===== src/rtl/abrd_pkg.sv =====
`timescale 1ns / 1ps
// Shared types, constants and codes for the audio buffer ring dispatcher.
// No dependencies; every other source file depends on this package.
package abrd_pkg;

  localparam int RING_SIZE  = 4;
  localparam int FIFO_DEPTH = 2;

  localparam int IDX_W   = $clog2(RING_SIZE);
  localparam int SLOT_W  = 3;
  localparam int REQ_W   = 2;
  localparam int BUF_W   = 2;
  localparam int FREE_W  = 2;
  localparam int KIND_W  = 3;
  localparam int LEN_W   = 18;
  localparam int ERR_W   = 2;
  localparam int FRAME_W = 16;
  localparam int APB_AW  = 3;
  localparam int APB_DW  = 32;

  localparam logic [LEN_W-1:0] LEN_MASK = ~LEN_W'(7);
  localparam logic [APB_AW-1:0] REG_BUFFER_FRAMES = APB_AW'(0);

  typedef enum logic [REQ_W-1:0] {
    REQ_ACQUIRE = 2'd0,
    REQ_PLAY    = 2'd1,
    REQ_REFILL  = 2'd2,
    REQ_SPARE   = 2'd3
  } req_type_t;

  typedef enum logic [KIND_W-1:0] {
    KIND_GRANT   = 3'd0,
    KIND_DMA     = 3'd1,
    KIND_BUSY    = 3'd2,
    KIND_PLAY_OK = 3'd3,
    KIND_DONE    = 3'd4
  } result_kind_t;

  typedef enum logic [ERR_W-1:0] {
    ERR_NONE         = 2'd0,
    ERR_PENDING      = 2'd1,
    ERR_NOT_ACQUIRED = 2'd2
  } error_code_t;

  typedef enum logic {
    ST_IDLE,
    ST_RUN
  } ctrl_state_t;

  typedef struct packed {
    logic capture;
    logic emit_dma;
    logic emit_status;
  } dp_cmd_t;

  typedef struct packed {
    logic out_free;
    logic dma_ok;
  } dp_status_t;

endpackage


===== src/rtl/abrd_if.sv =====
`timescale 1ns / 1ps
// Request and result channel interfaces with valid/ready handshake.
// Depends on abrd_pkg for field widths.
interface abrd_req_if;
  logic valid;
  logic ready;
  logic [abrd_pkg::REQ_W-1:0]  req_type;
  logic [abrd_pkg::BUF_W-1:0]  buffer_index;
  logic [abrd_pkg::FREE_W-1:0] fifo_free_slots;

  modport source(output valid, req_type, buffer_index, fifo_free_slots, input ready);
  modport sink(input valid, req_type, buffer_index, fifo_free_slots, output ready);
endinterface

interface abrd_res_if;
  logic valid;
  logic ready;
  logic [abrd_pkg::KIND_W-1:0] result_kind;
  logic [abrd_pkg::BUF_W-1:0]  result_buffer;
  logic [abrd_pkg::LEN_W-1:0]  dma_length_bytes;
  logic [abrd_pkg::ERR_W-1:0]  error_code;
  logic                        last;

  modport source(output valid, result_kind, result_buffer, dma_length_bytes, error_code,
                 last, input ready);
  modport sink(input valid, result_kind, result_buffer, dma_length_bytes, error_code,
               last, output ready);
endinterface


===== src/rtl/abrd_ctrl.sv =====
`timescale 1ns / 1ps
// Controller state machine: takes a request, then steps the datapath through
// its DMA starts and the closing status item. Depends on abrd_pkg.
module abrd_ctrl (
  input  logic                 clk,
  input  logic                 rst,
  input  logic                 in_valid,
  output logic                 in_ready,
  input  abrd_pkg::dp_status_t sts,
  output abrd_pkg::dp_cmd_t    cmd
);
  import abrd_pkg::*;

  ctrl_state_t state;
  ctrl_state_t state_next;

  always_ff @(posedge clk) begin
    if (rst) begin
      state <= ST_IDLE;
    end else begin
      state <= state_next;
    end
  end

  always_comb begin
    state_next = state;
    unique case (state)
      ST_IDLE: begin
        if (in_valid) begin
          state_next = ST_RUN;
        end
      end
      ST_RUN: begin
        if (sts.out_free && !sts.dma_ok) begin
          state_next = ST_IDLE;
        end
      end
      default: state_next = ST_IDLE;
    endcase
  end

  always_comb begin
    in_ready        = 1'b0;
    cmd.capture     = 1'b0;
    cmd.emit_dma    = 1'b0;
    cmd.emit_status = 1'b0;
    unique case (state)
      ST_IDLE: begin
        in_ready    = 1'b1;
        cmd.capture = in_valid;
      end
      ST_RUN: begin
        cmd.emit_dma    = sts.out_free && sts.dma_ok;
        cmd.emit_status = sts.out_free && !sts.dma_ok;
      end
      default: ;
    endcase
  end

endmodule


===== src/rtl/abrd_dp.sv =====
`timescale 1ns / 1ps
// Datapath: ring marks, playing index, per-request context and the result
// output register. Driven by abrd_ctrl commands; depends on abrd_pkg.
module abrd_dp (
  input  logic                            clk,
  input  logic                            rst,
  input  abrd_pkg::dp_cmd_t               cmd,
  output abrd_pkg::dp_status_t            sts,
  input  logic [abrd_pkg::REQ_W-1:0]      in_req_type,
  input  logic [abrd_pkg::BUF_W-1:0]      in_buffer_index,
  input  logic [abrd_pkg::FREE_W-1:0]     in_fifo_free_slots,
  input  logic [abrd_pkg::FRAME_W-1:0]    buffer_frames,
  output logic                            res_valid,
  input  logic                            res_ready,
  output logic [abrd_pkg::KIND_W-1:0]     res_kind,
  output logic [abrd_pkg::BUF_W-1:0]      res_buffer,
  output logic [abrd_pkg::LEN_W-1:0]      res_length,
  output logic [abrd_pkg::ERR_W-1:0]      res_error,
  output logic                            res_last
);
  import abrd_pkg::*;

  logic [IDX_W-1:0]     playing_index;
  logic [RING_SIZE-1:0] acquired_marks;
  logic [RING_SIZE-1:0] pending_marks;
  req_type_t            req_q;
  logic [BUF_W-1:0]     bi_q;
  logic [SLOT_W-1:0]    slots;
  error_code_t          err_q;

  logic [IDX_W-1:0]  next_idx;
  logic              next_pending;
  logic [IDX_W-1:0]  bi_idx;
  logic              bi_in_ring;
  error_code_t       play_err;
  logic [SLOT_W-1:0] free_ext;
  logic [LEN_W-1:0]  dma_len;

  assign next_idx     = (playing_index == IDX_W'(RING_SIZE - 1)) ? '0
                                                                 : playing_index + 1'b1;
  assign next_pending = pending_marks[next_idx];
  assign bi_in_ring   = {{(32-BUF_W){1'b0}}, in_buffer_index} < RING_SIZE;
  assign bi_idx       = IDX_W'(in_buffer_index);
  assign free_ext     = SLOT_W'(in_fifo_free_slots);
  assign dma_len      = (LEN_W'(buffer_frames) << 2) & LEN_MASK;

  always_comb begin
    priority if (bi_in_ring && pending_marks[bi_idx]) begin
      play_err = ERR_PENDING;
    end else if (!bi_in_ring || !acquired_marks[bi_idx]) begin
      play_err = ERR_NOT_ACQUIRED;
    end else begin
      play_err = ERR_NONE;
    end
  end

  assign sts.out_free = !res_valid || res_ready;
  assign sts.dma_ok   = (slots != '0) && next_pending;

  always_ff @(posedge clk) begin
    if (rst) begin
      playing_index  <= '0;
      acquired_marks <= '0;
      pending_marks  <= '0;
    end else if (cmd.capture) begin
      if (req_type_t'(in_req_type) == REQ_PLAY && play_err == ERR_NONE && bi_in_ring) begin
        acquired_marks[bi_idx] <= 1'b0;
        pending_marks[bi_idx]  <= 1'b1;
      end
    end else if (cmd.emit_dma) begin
      playing_index           <= next_idx;
      pending_marks[next_idx] <= 1'b0;
    end else if (cmd.emit_status) begin
      if (req_q == REQ_ACQUIRE && !next_pending) begin
        acquired_marks[next_idx] <= 1'b1;
      end
    end
  end

  always_ff @(posedge clk) begin
    if (cmd.capture) begin
      req_q <= req_type_t'(in_req_type);
      bi_q  <= in_buffer_index;
      err_q <= play_err;
      slots <= (free_ext > SLOT_W'(FIFO_DEPTH)) ? SLOT_W'(FIFO_DEPTH) : free_ext;
    end else if (cmd.emit_dma) begin
      slots <= slots - 1'b1;
    end
  end

  always_ff @(posedge clk) begin
    if (rst) begin
      res_valid <= 1'b0;
    end else if (cmd.emit_dma || cmd.emit_status) begin
      res_valid <= 1'b1;
    end else if (res_ready) begin
      res_valid <= 1'b0;
    end
  end

  always_ff @(posedge clk) begin
    if (cmd.emit_dma) begin
      res_kind   <= KIND_DMA;
      res_buffer <= BUF_W'(next_idx);
      res_length <= dma_len;
      res_error  <= ERR_NONE;
      res_last   <= 1'b0;
    end else if (cmd.emit_status) begin
      res_length <= '0;
      res_last   <= 1'b1;
      unique case (req_q)
        REQ_ACQUIRE: begin
          res_kind   <= next_pending ? KIND_BUSY : KIND_GRANT;
          res_buffer <= BUF_W'(next_idx);
          res_error  <= ERR_NONE;
        end
        REQ_PLAY: begin
          res_kind   <= (err_q == ERR_NONE) ? KIND_PLAY_OK : KIND_DONE;
          res_buffer <= bi_q;
          res_error  <= err_q;
        end
        REQ_REFILL, REQ_SPARE: begin
          res_kind   <= KIND_DONE;
          res_buffer <= BUF_W'(playing_index);
          res_error  <= ERR_NONE;
        end
        default: begin
          res_kind   <= KIND_DONE;
          res_buffer <= BUF_W'(playing_index);
          res_error  <= ERR_NONE;
        end
      endcase
    end
  end

endmodule


===== src/rtl/audio_buffer_ring_dispatcher_core.sv =====
`timescale 1ns / 1ps
// Top level of the audio buffer ring dispatcher: APB register, controller and
// datapath. Depends on abrd_pkg, abrd_if, abrd_ctrl and abrd_dp.
//
//   Channel   Direction  Protocol    Carries
//   req       in         valid/ready req_type, buffer_index, fifo_free_slots
//   res       out        valid/ready result_kind, result_buffer, dma_length_bytes,
//                                    error_code, last
//   APB       in         psel/penable buffer_frames at byte address 0
//
// A request is captured, then its result items are loaded one after another
// (up to FIFO_DEPTH DMA starts plus one status item). Results leave through
// a single output register; each item waits there while res.ready is low,
// which holds the controller. The next request is taken once the status item
// has been loaded.
// Reset is synchronous and clears the marks, playing index and buffer_frames.
module audio_buffer_ring_dispatcher_core (
  input  logic                          clk,
  input  logic                          rst,
  abrd_req_if.sink                      req,
  abrd_res_if.source                    res,
  input  logic                          psel,
  input  logic                          penable,
  input  logic                          pwrite,
  input  logic [abrd_pkg::APB_AW-1:0]   paddr,
  input  logic [abrd_pkg::APB_DW-1:0]   pwdata,
  output logic [abrd_pkg::APB_DW-1:0]   prdata,
  output logic                          pready
);
  import abrd_pkg::*;

  logic [FRAME_W-1:0] buffer_frames;
  dp_cmd_t            cmd;
  dp_status_t         sts;

  assign pready = 1'b1;
  assign prdata = (paddr == REG_BUFFER_FRAMES) ? APB_DW'(buffer_frames) : '0;

  always_ff @(posedge clk) begin
    if (rst) begin
      buffer_frames <= '0;
    end else if (psel && penable && pwrite && paddr == REG_BUFFER_FRAMES) begin
      buffer_frames <= pwdata[FRAME_W-1:0];
    end
  end

  abrd_ctrl u_ctrl (
    .clk      (clk),
    .rst      (rst),
    .in_valid (req.valid),
    .in_ready (req.ready),
    .sts      (sts),
    .cmd      (cmd)
  );

  abrd_dp u_dp (
    .clk                (clk),
    .rst                (rst),
    .cmd                (cmd),
    .sts                (sts),
    .in_req_type        (req.req_type),
    .in_buffer_index    (req.buffer_index),
    .in_fifo_free_slots (req.fifo_free_slots),
    .buffer_frames      (buffer_frames),
    .res_valid          (res.valid),
    .res_ready          (res.ready),
    .res_kind           (res.result_kind),
    .res_buffer         (res.result_buffer),
    .res_length         (res.dma_length_bytes),
    .res_error          (res.error_code),
    .res_last           (res.last)
  );

endmodule


===== src/flat_wrapper.sv =====
// flat-port wrapper written by rule: the top's interface ports become plain ports
module audio_buffer_ring_dispatcher_core_flat import abrd_pkg::*;
  (clk, rst, psel, penable, pwrite, paddr, pwdata, prdata, pready, req_valid, req_req_type, req_buffer_index, req_fifo_free_slots, req_ready, res_valid, res_result_kind, res_result_buffer, res_dma_length_bytes, res_error_code, res_last, res_ready);
  abrd_req_if req_i ();
  abrd_res_if res_i ();
  input  logic clk;
  input  logic rst;
  input  logic psel;
  input  logic penable;
  input  logic pwrite;
  input  logic [abrd_pkg::APB_AW-1:0] paddr;
  input  logic [abrd_pkg::APB_DW-1:0] pwdata;
  output logic [abrd_pkg::APB_DW-1:0] prdata;
  output logic pready;
  input wire logic [$bits(req_i.valid)-1:0] req_valid;
  input wire logic [$bits(req_i.req_type)-1:0] req_req_type;
  input wire logic [$bits(req_i.buffer_index)-1:0] req_buffer_index;
  input wire logic [$bits(req_i.fifo_free_slots)-1:0] req_fifo_free_slots;
  output wire logic [$bits(req_i.ready)-1:0] req_ready;
  output wire logic [$bits(res_i.valid)-1:0] res_valid;
  output wire logic [$bits(res_i.result_kind)-1:0] res_result_kind;
  output wire logic [$bits(res_i.result_buffer)-1:0] res_result_buffer;
  output wire logic [$bits(res_i.dma_length_bytes)-1:0] res_dma_length_bytes;
  output wire logic [$bits(res_i.error_code)-1:0] res_error_code;
  output wire logic [$bits(res_i.last)-1:0] res_last;
  input wire logic [$bits(res_i.ready)-1:0] res_ready;
  assign req_i.valid = req_valid;
  assign req_i.req_type = req_req_type;
  assign req_i.buffer_index = req_buffer_index;
  assign req_i.fifo_free_slots = req_fifo_free_slots;
  assign req_ready = req_i.ready;
  assign res_valid = res_i.valid;
  assign res_result_kind = res_i.result_kind;
  assign res_result_buffer = res_i.result_buffer;
  assign res_dma_length_bytes = res_i.dma_length_bytes;
  assign res_error_code = res_i.error_code;
  assign res_last = res_i.last;
  assign res_i.ready = res_ready;
  audio_buffer_ring_dispatcher_core u_core (.clk(clk), .rst(rst), .req(req_i), .res(res_i), .psel(psel), .penable(penable), .pwrite(pwrite), .paddr(paddr), .pwdata(pwdata), .prdata(prdata), .pready(pready));
endmodule

===== config.mk =====
export PLATFORM = sky130hd
export DESIGN_NAME = audio_buffer_ring_dispatcher_core_flat
export DESIGN_NICKNAME = d
export VERILOG_FILES = /design/src/rtl/abrd_pkg.sv /design/src/rtl/abrd_if.sv /design/src/rtl/abrd_ctrl.sv /design/src/rtl/abrd_dp.sv /design/src/rtl/audio_buffer_ring_dispatcher_core.sv /design/src/flat_wrapper.sv
export SDC_FILE = /design/constraint.sdc
export NUM_CORES = 1
export LEC_CHECK = 0
export ABC_AREA = 1
export BUFFER_PORTS_ARGS = -buffer_cell sky130_fd_sc_hd__buf_2
export CAP_MARGIN = 20
export CELL_PAD_IN_SITES_DETAIL_PLACEMENT = 1
export CELL_PAD_IN_SITES_GLOBAL_PLACEMENT = 2
export CORE_MARGIN = 2
export CORE_UTILIZATION = 27
export DETAILED_ROUTE_END_ITERATION = 8
export PLACE_DENSITY = 0.87
export SLEW_MARGIN = 30
export SYNTH_ARGS = -nofsm -noshare
export SYNTH_HDL_FRONTEND = slang
export SYNTH_HIERARCHICAL = 1
export SYNTH_SLANG_ARGS = --single-unit

===== constraint.sdc =====
create_clock -name clk -period 2.7 [get_ports clk]
set_input_delay 0 -clock clk [delete_from_list [all_inputs] [get_ports clk]]
set_output_delay 0 -clock clk [all_outputs]
set_load 0.005 [all_outputs]

# Word-level counts from Yosys, hierarchy flattened
# Index checks and enable logic that the tools add are counted.
[word_totals]
out_inout_bits = 61
elab_cells = 109
ff_bits = 60
in_bits = 48
[classes]
eq_ne = 7
muxes = 42
n_addsub = 2
bitwise = 8
n_lt_le_gt_ge = 5
reduce_logical = 30
[ops]
columns = ["op", "count"]
rows = [
  ["$mux W18", 2],
  ["$mux W4", 8],
  ["$mux W16", 1],
  ["$mux W2", 8],
  ["$mux W1", 11],
  ["$logic_and A1 B1 Y1", 10],
  ["$reduce_bool A2 Y1", 5],
  ["$mux W3", 3],
  ["$pmux W3 S3", 1],
  ["$and A4 B4 Y4", 2],
  ["$not A4 Y4", 2],
  ["$or A4 B4 Y4", 2],
  ["$bmux W1 S2", 3],
  ["$eq A2 B2 Y1 const B", 3],
  ["$logic_not A2 Y1", 3],
  ["$lt A2 B3 Y1 const B", 2],
  ["$pmux W2 S3", 1],
  ["$demux W1 S2", 2],
  ["$eq A2 B1 Y1 const B", 2],
  ["$ge A2 B1 Y1 const B", 2],
  ["$pmux W2 S2", 1],
  ["$reduce_and A2 Y1", 2],
  ["$reduce_and A4 Y1", 1],
  ["$logic_not A1 Y1", 3],
  ["12 further kinds", 14],
]

# Logic depth before layout (Yosys ltp)
# Gate-level depths: netlist of run 1.
[depth]
ltp_word = 11
mapped_depth = 15
mapped_depth_nobuf = 15

# Cells and area by module
# The synthesis of run 1 kept the hierarchy.
[by_module_without_submodules]
columns = ["mod", "seq_area_each_um2", "cells_each", "instances", "area_per_inst_um2"]
rows = [
  ["abrd_dp", 1121.1, 235, 1, 2088.3],
  ["audio_buffer_ring_dispatcher_core", 320.3, 162, 1, 1001.0],
  ["abrd_ctrl", 20.0, 11, 1, 63.8],
]

# Least setup slack after synthesis of run 1
# OpenSTA, ideal clock, no wires.
[synth_path]
path_type = "flip-flop to flip-flop"
startpoint = "register u_core.u_dp.playing_index[0]"
endpoint = "register u_core/u_dp/res_buffer[0] (netlist name), enable pin"
path_slack_ns = 0.449
synth_period_minus_slack_ns = 2.251
stages_incl_launch_ff = 11
t_arrival_ns = 1.879
n_path_buf = 0
cell_sequence = "dfxtp_1 inv_1 ha_1 inv_1 nand3_1 nand2_1 o21a_1 inv_1 nor2_1 nor2_1 inv_1"
[synth_lines]
columns = ["item", "line_no", "rtl"]
rows = [
  ["start: declaration", "abrd_dp.sv:23", "logic [IDX_W-1:0] playing_index;"],
  ["start signal: assignment", "abrd_dp.sv:71", "playing_index <= next_idx;"],
  ["end signal: assignment", "abrd_dp.sv:104", "res_buffer <= BUF_W'(next_idx);"],
  ["end signal: assignment", "abrd_dp.sv:114", "res_buffer <= BUF_W'(next_idx);"],
  ["end signal: assignment", "abrd_dp.sv:119", "res_buffer <= bi_q;"],
  ["end: declaration", "abrd_dp.sv:16", "output logic [abrd_pkg::BUF_W-1:0] res_buffer,"],
]

==> summary.txt, run 1 <==
STA
  – Fin. max-slew vios: 0
  – Worst-Margin Slew: 0.545 ns
  – Hold_ws: 0.00365 ns
  – Final min period: 2.38 ns
  – Max Fclk: 421 MHz
  – Final setup fails: 0
  – Max-slew headroom: 63.6%
  – Final hold violation count: 0
  – Fin crit share: 88.1%
  – Clk_skew: 0.00561 ns

Global route
  – First-pass GRT wire length: 13000 um
  – Largest net degree at the start of global routing: 21
  – Grt ovf: 0
  – GRT Total Usage: 12.9%
  – Antenna violations before repair: 0
  – Vias in the first global route: 2780

Logic synthesis
  – Largest cells by area after synthesis: edfxtp_1 25%, dfxtp_1 22%, inv_1 9.8%
  – Largest family of logic cells by synthesized area: simple AND/OR/NAND/NOR gates
  – Seq/Total Area, Yosys: 46.3%
  – Yosys cell types: 35
  – Number of synthesized register bits: 60
  – Post-synth top area share: 24.8%
  – Post-synthesis mux area share: 0%
  – Adder-Cell Fraction of Synth Area: 2.38%
  – Cell area after synthesis: 3150 um^2
  – Top cell type by total area after synthesis: edfxtp_1
  – XOR/XNOR Fraction of Synth Area: 0.278%
  – Mean Syn Cell Area: 7.73 um^2
  – Synth Area in Compound Gates: 7.18%
  – Synth Instances: 408
  – Synth Area in Simple Gates: 26.3%
  – Yosys Warn Count: 6

Cells and area
  – Layout area overhead: 28.4%
  – Design area: 4050 um^2
  – Fraction of layout cells with a size suffix above 1: 23.9%
  – Area occupied by multi-input gates: 1220 um^2
  – Final Util: 35.5%
  – Antenna cell count: 0
  – Register area: 1460 um^2
  – Fillers: 1435
  – Nets: 551

CTS
  – CTS sink count: 60
  – Worst-path clk slew: 0.06 ns
  – CTS root buf: clkbuf_16
  – CTS tree: yes
  – Clock Latency Late Sink: 0.32 ns
  – Max clock buf depth: 2
  – Post-CTS setup buffers: 0
  – H-tree Lvls: 3
  – TritonCTS Buffers: 9

Floorplanning
  – Die height: 112 um
  – Initial Util: 27.6%
  – Ports: 109
  – Row count: 39
  – Core area: 11400 um^2
  – Die width: 112 um
  – Die area: 12600 um^2

Critical path
  – R2r endpoint: u_core/u_dp/pending_marks[3]$_SDFFE_PP0P_
  – Reg2reg path depth: 14
  – FF-to-FF setup slack: 0.32 ns
  – CP Launch Type: register
  – Crit path kind: register to register
  – Crit path max fanout: 5
  – Crit end category: register
  – Critical path required time: 2.95 ns
  – Data arrival, critical path: 2.63 ns
  – Reg2Reg Launch Point: u_core/u_dp/playing_index[0]$_SDFFE_PP0P_

Status
  – Status: completed

Routing
  – Residual DRC: 0
  – TritonRoute pass-1 iters: 4
  – Vias: 2677
  – Post-DRT Antenna Nets: 0
  – WL per Instance: 12.0 um
  – Routed WL: 7760 um
  – Via density: 4.15
  – DR iter-0 viols: 57

Hold path
  – Worst Hold Path EP: u_core/buffer_frames[8]$_SDFFE_PP0P_
  – Worst min path class: input port to register
  – Hold Crit Depth: 5
  – Hold Startpoint: pwdata[8]

Pwr
  – Peak VDD IR: 0.000376 V
  – Power Density: 615 nW/um^2
  – Leakage: 1.96 nW

Placement
  – Routability Congestion: 0.834
  – Port Buffer Count: 72
  – Placed Area: 3610 um^2
  – Placed wire-length estimate: 6080 um

Run
  – Max_cap viols: 0
## routing by layer
layer	global-route usage [%]	part of all wire [%]
met1	15.5	45
met2	22.3	48
met3	3.78	5.7
met4	4.23	1.1
met5	0	0
## final cells by class
class | instances | share of cell area [%]
Clock inverter | 7 | 2.44
Clock buffer | 9 | 5.56
Tap cell | 143 | 4.42
Multi-Input combinational cell | 249 | 30.1
Sequential cell | 60 | 36.1
Inverter | 86 | 7.97
Timing Repair Buffer | 91 | 13.4
## sequential cells by signal (all words and copies together) (netlist names)
register / count
u_core/u_dp/res_valid: 1
u_core/u_dp/res_last: 1
u_core/u_dp/res_error: 2
u_core/u_dp/acquired_marks: 4
u_core/u_dp/playing_index: 2
u_core/buffer_frames: 16
u_core/u_ctrl/state: 1
u_core/u_dp/bi_q: 2
u_core/u_dp/pending_marks: 4
u_core/u_dp/res_length: 15
u_core/u_dp/err_q: 2
u_core/u_dp/res_buffer: 2
u_core/u_dp/req_q: 2
u_core/u_dp/res_kind: 3
u_core/u_dp/slots: 3
## metrics by stage
step	setup TNS (ns)	total power, mW	setup WS (ns)	cells
after floorplan	0	1.18	0.449	425
after global placement	0	1.25	0.331	618
after detailed placement	0	1.26	0.189	618
after CTS	0	2.52	0.159	645
after global routing	-0.00572	2.59	-0.00572	645
final	0	2.49	0.322	645
## synthesized netlist by cell type (all sizes together)
library cell / number
nand3: 30
xnor2: 1
nand4: 2
a32o: 3
nor3: 3
edfxtp: 26
inv: 86
dfxtp: 34
o22ai: 1
nor2: 77
o21ai: 14
clkbuf: 1
o21a: 1
buf: 29
ha: 6
a21oi: 14
conb: 3
o22a: 1
nand2: 73
o211ai: 2
o31ai: 1
## worst max path at each step
stage | endpoint | start | slack [ns] | cells past startpoint
after floorplan | u_core/u_dp/res_buffer[0]$_DFFE_PP_ | u_core/u_dp/playing_index[0]$_SDFFE_PP0P_ | 0.45 | 10
after global placement | u_core/u_dp/pending_marks[0]$_SDFFE_PP0P_ | u_core/u_dp/playing_index[0]$_SDFFE_PP0P_ | 0.33 | 14
after detailed placement | u_core/u_dp/pending_marks[3]$_SDFFE_PP0P_ | u_core/u_dp/playing_index[0]$_SDFFE_PP0P_ | 0.19 | 14
after CTS | u_core/u_dp/pending_marks[3]$_SDFFE_PP0P_ | u_core/u_dp/playing_index[0]$_SDFFE_PP0P_ | 0.16 | 14
after global routing | u_core/u_dp/pending_marks[2]$_SDFFE_PP0P_ | u_core/u_dp/playing_index[0]$_SDFFE_PP0P_ | -0.006 | 14
final | u_core/u_dp/pending_marks[3]$_SDFFE_PP0P_ | u_core/u_dp/playing_index[0]$_SDFFE_PP0P_ | 0.32 | 14
## where the power goes
group | leakage (nW) | switching [mW] | internal (mW)
Combinational | 1.28 | 0.137 | 0.0956
Sequential | 0.524 | 0.0198 | 0.995
Clock | 0.156 | 0.429 | 0.813
## cells by family after synthesis
group | count (synthesis)
other cells | 3
flops | 60
buf+inv | 116
fa+ha+maj | 6
xor+xnor | 1
simple gates | 185
compound gates | 37
## critical path, stage by stage, from the launching register on
cell     delay, ns
dfxtp_1       0.39
inv_1         0.12
ha_1          0.32
inv_1         0.10
nand3_1       0.11
nand2_1       0.14
o21a_1        0.17
inv_1         0.06
nor2_2        0.20
inv_1         0.10
nor2_2        0.18
inv_1         0.13
nand2_4       0.10
o21ai_2       0.05
a21oi_1       0.13
## cell usage in the layout (no fill, tap or decap), types with 11 or more instances in the layout
master / instances
conb_1: 20
nand2_1: 67
a21oi_1: 12
nand3_1: 28
dfxtp_1: 34
dlygate4sd3_1: 11
inv_1: 82
nor2_1: 69
buf_2: 72
edfxtp_1: 26
o21ai_0: 13
## repair_timing
action / 4_1_cts / 5_1_grt
hold buffers: 11 / 0
endpoints found under the hold margin: 12 / 0
setup endpoints to repair: 0 / 7
resized for setup: 0 / 2
No activity file was read; power rests on OpenSTA's default activity.
==> run 2, diff against run 1 <==
--- a/config.mk
+++ b/config.mk
@@ -10,6 +10,7 @@
 export CAP_MARGIN = 20
 export CELL_PAD_IN_SITES_DETAIL_PLACEMENT = 1
 export CELL_PAD_IN_SITES_GLOBAL_PLACEMENT = 2
+export CORE_ASPECT_RATIO = 0.6
 export CORE_MARGIN = 2
 export CORE_UTILIZATION = 27
 export DETAILED_ROUTE_END_ITERATION = 8
==> run 2 against run 1 <==
Net effect: the flow now finishes with violations (negative hold slack); worst hold slack got worse by 0.0053 ns; power fell by 0.15%; die area rose by 0.22%; combinational power barely moved; cell count rose by 2.0%; sequential cell count did not move; critical path depth did not move; core utilization rose by 0.060 points; clock skew rose by 0.0012 ns; register-to-register slack barely moved; critical endpoint is now u_core/u_dp/pending_marks[2]$_SDFFE_PP0P_; largest cell class unchanged; largest power group unchanged.
==> summary.txt, run 2 (same netlist as run 1, synthesis figures left out) <==
CTS
  – TritonCTS Buffers: 9
  – Clock Latency Late Sink: 0.32 ns
  – CTS root buf: clkbuf_16
  – Worst-path clk slew: 0.06 ns
  – CTS sink count: 60
  – Max clock buf depth: 2
  – CTS tree: yes
  – H-tree Lvls: 3

Cells and area
  – Most frequent cells in the layout: 82 x inv_1, 72 x buf_2, 70 x nor2_1
  – Biggest regs: u_core/buffer_frames (16), u_core/u_dp/res_length (15)
  – Max reg flops: 16
  – Antenna cell count: 0
  – Layout area overhead: 27.7%
  – Fraction of layout cells with a size suffix above 1: 23.5%
  – Nets: 547
  – Design area: 4030 um^2
  – Area occupied by multi-input gates: 1220 um^2
  – Register area: 1460 um^2
  – Top reg by flops: u_core/buffer_frames
  – Fillers: 1442
  – Most common cell after layout, fill and taps aside: inv_1

Placement
  – Routability Congestion: 0.834
  – Placed wire-length estimate: 6720 um
  – Port Buffer Count: 72
  – Placed Area: 3620 um^2

STA
  – Max-slew headroom: 55.8%
  – Final setup fails: 0
  – Max Fclk: 422 MHz
  – Clk_skew: 0.00679 ns
  – RSZ-0062 raised after global routing: no
  – Setup TNS: 0 ns
  – Fin crit share: 87.7%
  – Worst-Margin Slew: 0.662 ns
  – Fin. max-slew vios: 0
  – Final hold violation count: 1
  – Hold_ws: -0.00163 ns
  – Final min period: 2.37 ns

Pwr
  – Power Density: 617 nW/um^2
  – Leakage: 1.94 nW
  – Peak VDD IR: 0.000259 V

Floorplanning
  – Die height: 87.7 um
  – Ports: 109
  – Initial Util: 27.8%
  – Core area: 11300 um^2
  – Die width: 144 um
  – Row count: 30
  – Die area: 12600 um^2

Critical path
  – Slowest cell delay on critical path: 0.39 ns
  – Reg2reg path depth: 14
  – R2r endpoint: u_core/u_dp/pending_marks[2]$_SDFFE_PP0P_
  – CP most frequent cell: inv_1
  – Reg2Reg Launch Point: u_core/u_dp/playing_index[1]$_SDFFE_PP0P_
  – Crit path max fanout: 4
  – Critical path required time: 2.95 ns
  – CP Cell Sequence: inv_1, ha_1, inv_1, nand3_1, nand2_1, o21a_1, inv_1, nor2_2, inv_1, nor2_1, inv_1, nand2_4, nand2_1, a21oi_1
  – Crit path kind: register to register
  – FF-to-FF setup slack: 0.33 ns
  – CP max-delay cell: dfxtp_1
  – CP Launch Type: register
  – Crit end category: register
  – Data arrival, critical path: 2.62 ns

Routing
  – DR iter-0 viols: 76
  – Residual DRC: 0
  – WL per Instance: 13.3 um
  – TritonRoute pass-1 iters: 4
  – Post-DRT Antenna Nets: 0
  – Via density: 4.12
  – Routed WL: 8730 um
  – Vias: 2710

Global route
  – Grt ovf: 0
  – Vias in the first global route: 2664
  – Antenna violations before repair: 0
  – GRT Total Usage: 14.4%
  – First-pass GRT wire length: 13700 um
  – Largest net degree at the start of global routing: 21

Status
  – Status: finished, violations left
  – Failing checks: negative hold slack

Hold path
  – Hold Startpoint: req_fifo_free_slots[0]
  – Hold Crit Depth: 3
  – Worst Hold Path EP: u_core/u_dp/slots[0]$_DFFE_PP_
  – Worst min path class: input port to register

Run
  – Max_cap viols: 0
==> run 2: cell count changes in the layout (fill, tap and decap cells not counted), sizes merged <==
cell	previous run	this run
buf	80	79
dlygate4sd3	11	8
inv	88	86
clkbuf	9	12
clkinv	2	1
==> run 2: timing repair <==
item	4_1_cts	5_1_grt
endpoints found under the hold margin	9	0
buffers inserted	0	0
gates resized for setup	0	2
hold buffers	8	0
endpoints found under the setup margin	0	6
==> run 2: layout make-up <==
class	instances	area share, %
Clock buffer	12	6.12
Timing Repair Buffer	87	12.6
Sequential cell	60	36.3
Tap cell	160	4.97
Inverter	86	8.02
Multi-Input combinational cell	249	30.2
Clock inverter	4	1.80
==> run 2: worst max-delay path, delay by kind of cell, from the launching register on <==
family	cells	cell delay, ns
AO/OA/AOI/OAI	2	0.33
adder cells (fa/ha/maj)	1	0.29
buffers and inverters	5	0.52
flip-flops	1	0.39
AND/OR/NAND/NOR	6	0.76
==> run 2: worst max path at each step <==
stage	from	to	slack, ns	cells after the start
after global placement	u_core/u_dp/playing_index[0]$_SDFFE_PP0P_	u_core/u_dp/pending_marks[0]$_SDFFE_PP0P_	0.35	14
after global routing	u_core/u_dp/playing_index[1]$_SDFFE_PP0P_	u_core/u_dp/pending_marks[2]$_SDFFE_PP0P_	0.07	14
after CTS	u_core/u_dp/playing_index[0]$_SDFFE_PP0P_	u_core/u_dp/pending_marks[1]$_SDFFE_PP0P_	0.23	14
final	u_core/u_dp/playing_index[1]$_SDFFE_PP0P_	u_core/u_dp/pending_marks[2]$_SDFFE_PP0P_	0.33	14
after detailed placement	u_core/u_dp/playing_index[0]$_SDFFE_PP0P_	u_core/u_dp/pending_marks[1]$_SDFFE_PP0P_	0.26	14
after floorplan	u_core/u_dp/playing_index[0]$_SDFFE_PP0P_	u_core/u_dp/res_buffer[0]$_DFFE_PP_	0.45	10
==> run 2: power breakdown <==
part	total [mW]	switching [mW]	internal (mW)
Combinational	0.235	0.142	0.0930
Clock	1.23	0.402	0.832
Sequential	1.02	0.0210	0.996
==> run 2: metal layers <==
metal | track usage (%) | share of wire [%] | vias up | routed length (um)
li1 | - | - | 1375 | -
met1 | 20.9 | 54 | 1272 | 4730
met2 | 20.7 | 41 | 52 | 3570
met3 | 3.50 | 3.4 | 11 | 294
met4 | 5.08 | 1.5 | 0 | 135
met5 | 0 | 0 | - | 0
==> run 2: through the flow <==
step / power, mW / instances / utilization [%] / setup slack [ns] / hold WS [ns]
2_1_floorplan: 1.18 / 425 / - / 0.449 / 0.0691
3_3_place_gp: 1.26 / 634 / 32.0 / 0.355 / 0.197
3_5_place_dp: 1.26 / 634 / 32.0 / 0.261 / 0.201
4_1_cts: 2.52 / 658 / 35.5 / 0.234 / 0.000220
5_1_grt: 2.59 / 658 / 35.5 / 0.0689 / 0.0176
6_report: 2.49 / 658 / 35.5 / 0.331 / -0.00163
==> run 3, diff against run 2 <==
==> constraint.sdc (replaced) <==
create_clock -name clk -period 2.7 [get_ports clk]
set_input_delay 0.54 -clock clk [delete_from_list [all_inputs] [get_ports clk]]
set_output_delay 0.54 -clock clk [all_outputs]
set_load 0.005 [all_outputs]
==> run 3 against run 2 <==
Net effect: the flow now finishes without violations; clock skew is 0.0011 ns lower; maximum frequency is 0.87% lower; routed wire length is 1.3% lower; design area is 2.8% lower; via count is 0.63% lower; worst setup slack worse by 0.021 ns; critical path depth stayed put; first-iteration DRC count is 43% higher; sequential share of layout area is 1.0 points higher; non-clock buffer count is 7 lower; core utilization is 0.99 points lower; count of clock-buffer cells in the layout stayed put; largest cell class unchanged.
==> summary.txt, run 3 (same netlist as run 1, synthesis figures left out) <==
Status
  – Status: completed

Placement
  – Routability Congestion: 0.831
  – Placed wire-length estimate: 6750 um
  – Port Buffer Count: 72

Cells and area
  – Top reg by flops: u_core/buffer_frames
  – Most frequent cells in the layout: 82 x inv_1, 72 x buf_2, 70 x nor2_1
  – Biggest regs: u_core/buffer_frames (16), u_core/u_dp/res_length (15)
  – Most common cell after layout, fill and taps aside: inv_1
  – Fillers: 1442
  – Layout area overhead: 24.1%
  – Nets: 540
  – Antenna cell count: 0
  – Max reg flops: 16
  – Fraction of layout cells with a size suffix above 1: 23.3%

Critical path
  – Data arrival, critical path: 2.64 ns
  – CP most frequent cell: inv_1
  – Slowest cell delay on critical path: 0.40 ns
  – Crit end category: register
  – WP buf/inv: 5
  – Critical path required time: 2.95 ns
  – CP Launch Type: register
  – CP delay by family, top: simple AND/OR/NAND/NOR gates
  – CP max-delay cell: dfxtp_1
  – CP Cell Sequence: inv_1, ha_1, inv_1, nand3_1, nand2_1, o21a_1, inv_1, nor2_4, inv_1, nor2_1, inv_1, nand2_4, nand2_1, a21oi_2
  – Crit path max fanout: 5
  – Crit path kind: register to register

Global route
  – Grt ovf: 0
  – First-pass GRT wire length: 13700 um
  – Largest net degree at the start of global routing: 21
  – Vias in the first global route: 2666
  – Antenna violations before repair: 0
  – GRT Total Usage: 14.4%

STA
  – Hold_ws: 0.417 ns
  – Setup TNS: 0 ns
  – Fin. max-slew vios: 0
  – Final min period: 2.39 ns
  – Max-slew headroom: 53.9%
  – Worst-Margin Slew: 0.690 ns
  – RSZ-0062 raised after global routing: no
  – Fin crit share: 88.5%
  – Max Fclk: 418 MHz
  – Final hold violation count: 0
  – Final setup fails: 0
  – Clk_skew: 0.00566 ns

CTS
  – CTS root buf: clkbuf_16
  – CTS tree: yes
  – Max clock buf depth: 2
  – Post-CTS setup buffers: 0
  – Clock Latency Late Sink: 0.32 ns
  – H-tree Lvls: 3
  – TritonCTS Buffers: 9
  – Worst-path clk slew: 0.05 ns
  – CTS sink count: 60

Floorplanning
  – Die height: 87.7 um
  – Die area: 12600 um^2
  – Core area: 11300 um^2
  – Initial Util: 27.8%
  – Row count: 30
  – Die width: 144 um
  – Ports: 109

Pwr
  – Peak VDD IR: 0.000294 V
  – P_sw: 0.541 mW
  – Combinational power share: 9.7%
  – Leakage: 1.90 nW
  – Sequential power share: 43.7%
  – Clock power frac: 46.6%
  – Switching Share: 23.2%
  – Power Density: 595 nW/um^2
  – Int Pwr: 1.79 mW

Routing
  – WL per Instance: 13.2 um
  – Vias: 2693
  – Routed WL: 8610 um
  – DR iter-0 viols: 109
  – Post-DRT Antenna Nets: 0
  – TritonRoute pass-1 iters: 4
  – Via density: 4.14
  – Residual DRC: 0

Run
  – Max_cap viols: 0

Hold path
  – Worst min path class: input port to register
-- run 3: path summary, 6_finish.rpt --
kind                                                   start                                    endpoint  slack, ns  cells after the start
setup / recovery   u_core/u_dp/playing_index[0]$_SDFFE_PP0P_   u_core/u_dp/pending_marks[1]$_SDFFE_PP0P_       0.31                     14
hold / removal                               req_req_type[0]              u_core/u_dp/req_q[0]$_DFFE_PP_       0.42                      1
setup reg to reg   u_core/u_dp/playing_index[0]$_SDFFE_PP0P_   u_core/u_dp/pending_marks[1]$_SDFFE_PP0P_       0.31                     14
hold reg to reg   u_core/u_dp/acquired_marks[0]$_SDFFE_PP0P_  u_core/u_dp/acquired_marks[0]$_SDFFE_PP0P_       0.46                      2
-- run 3: per-layer routing --
layer / wire length [um] / track usage, % / part of all wire [%]
met1: 4560 / 21.1 / 53
met2: 3630 / 20.5 / 42
met3: 348 / 3.72 / 4.0
met4: 72 / 4.63 / 0.84
met5: 0 / 0 / 0
-- run 3: stage by stage --
step / instance area (um^2) / setup slack [ns] / util (%) / instances / total power, mW
after global placement: 3630 / 0.325 / 32.0 / 635 / 1.25
after detailed placement: 3630 / 0.186 / 32.0 / 635 / 1.26
after floorplan: 3220 / 0.449 / - / 425 / 1.18
final: 3910 / 0.310 / 34.5 / 650 / 2.33
after CTS: 3910 / 0.160 / 34.5 / 650 / 2.37
after global routing: 3910 / 0.0236 / 34.5 / 650 / 2.44
-- run 3: layout make-up --
class	count	area, um^2	area share, %
clock buffer	12	236	6.04
sequential	60	1460	37.3
clock inverter	3	38.8	0.991
multi-input combinational	249	1220	31.2
timing repair buffer	80	433	11.1
inverter	86	323	8.25
tap	160	200	5.12
-- run 3: repair_timing --
action | 4_1_cts | 5_1_grt
hold buffers | 0 | 0
endpoints found under the setup margin | 0 | 23
gates resized for setup | 0 | 2
-- run 3: power by group through the flow --
stage          Combinational, mW  Sequential [mW]  Clock (mW)
4_1_cts                    0.225             1.02        1.13
5_1_grt                    0.252             1.02        1.17
3_3_place_gp               0.219             1.04           0
3_5_place_dp               0.224             1.04           0
6_report                   0.225             1.02        1.08
2_1_floorplan              0.141             1.03           0
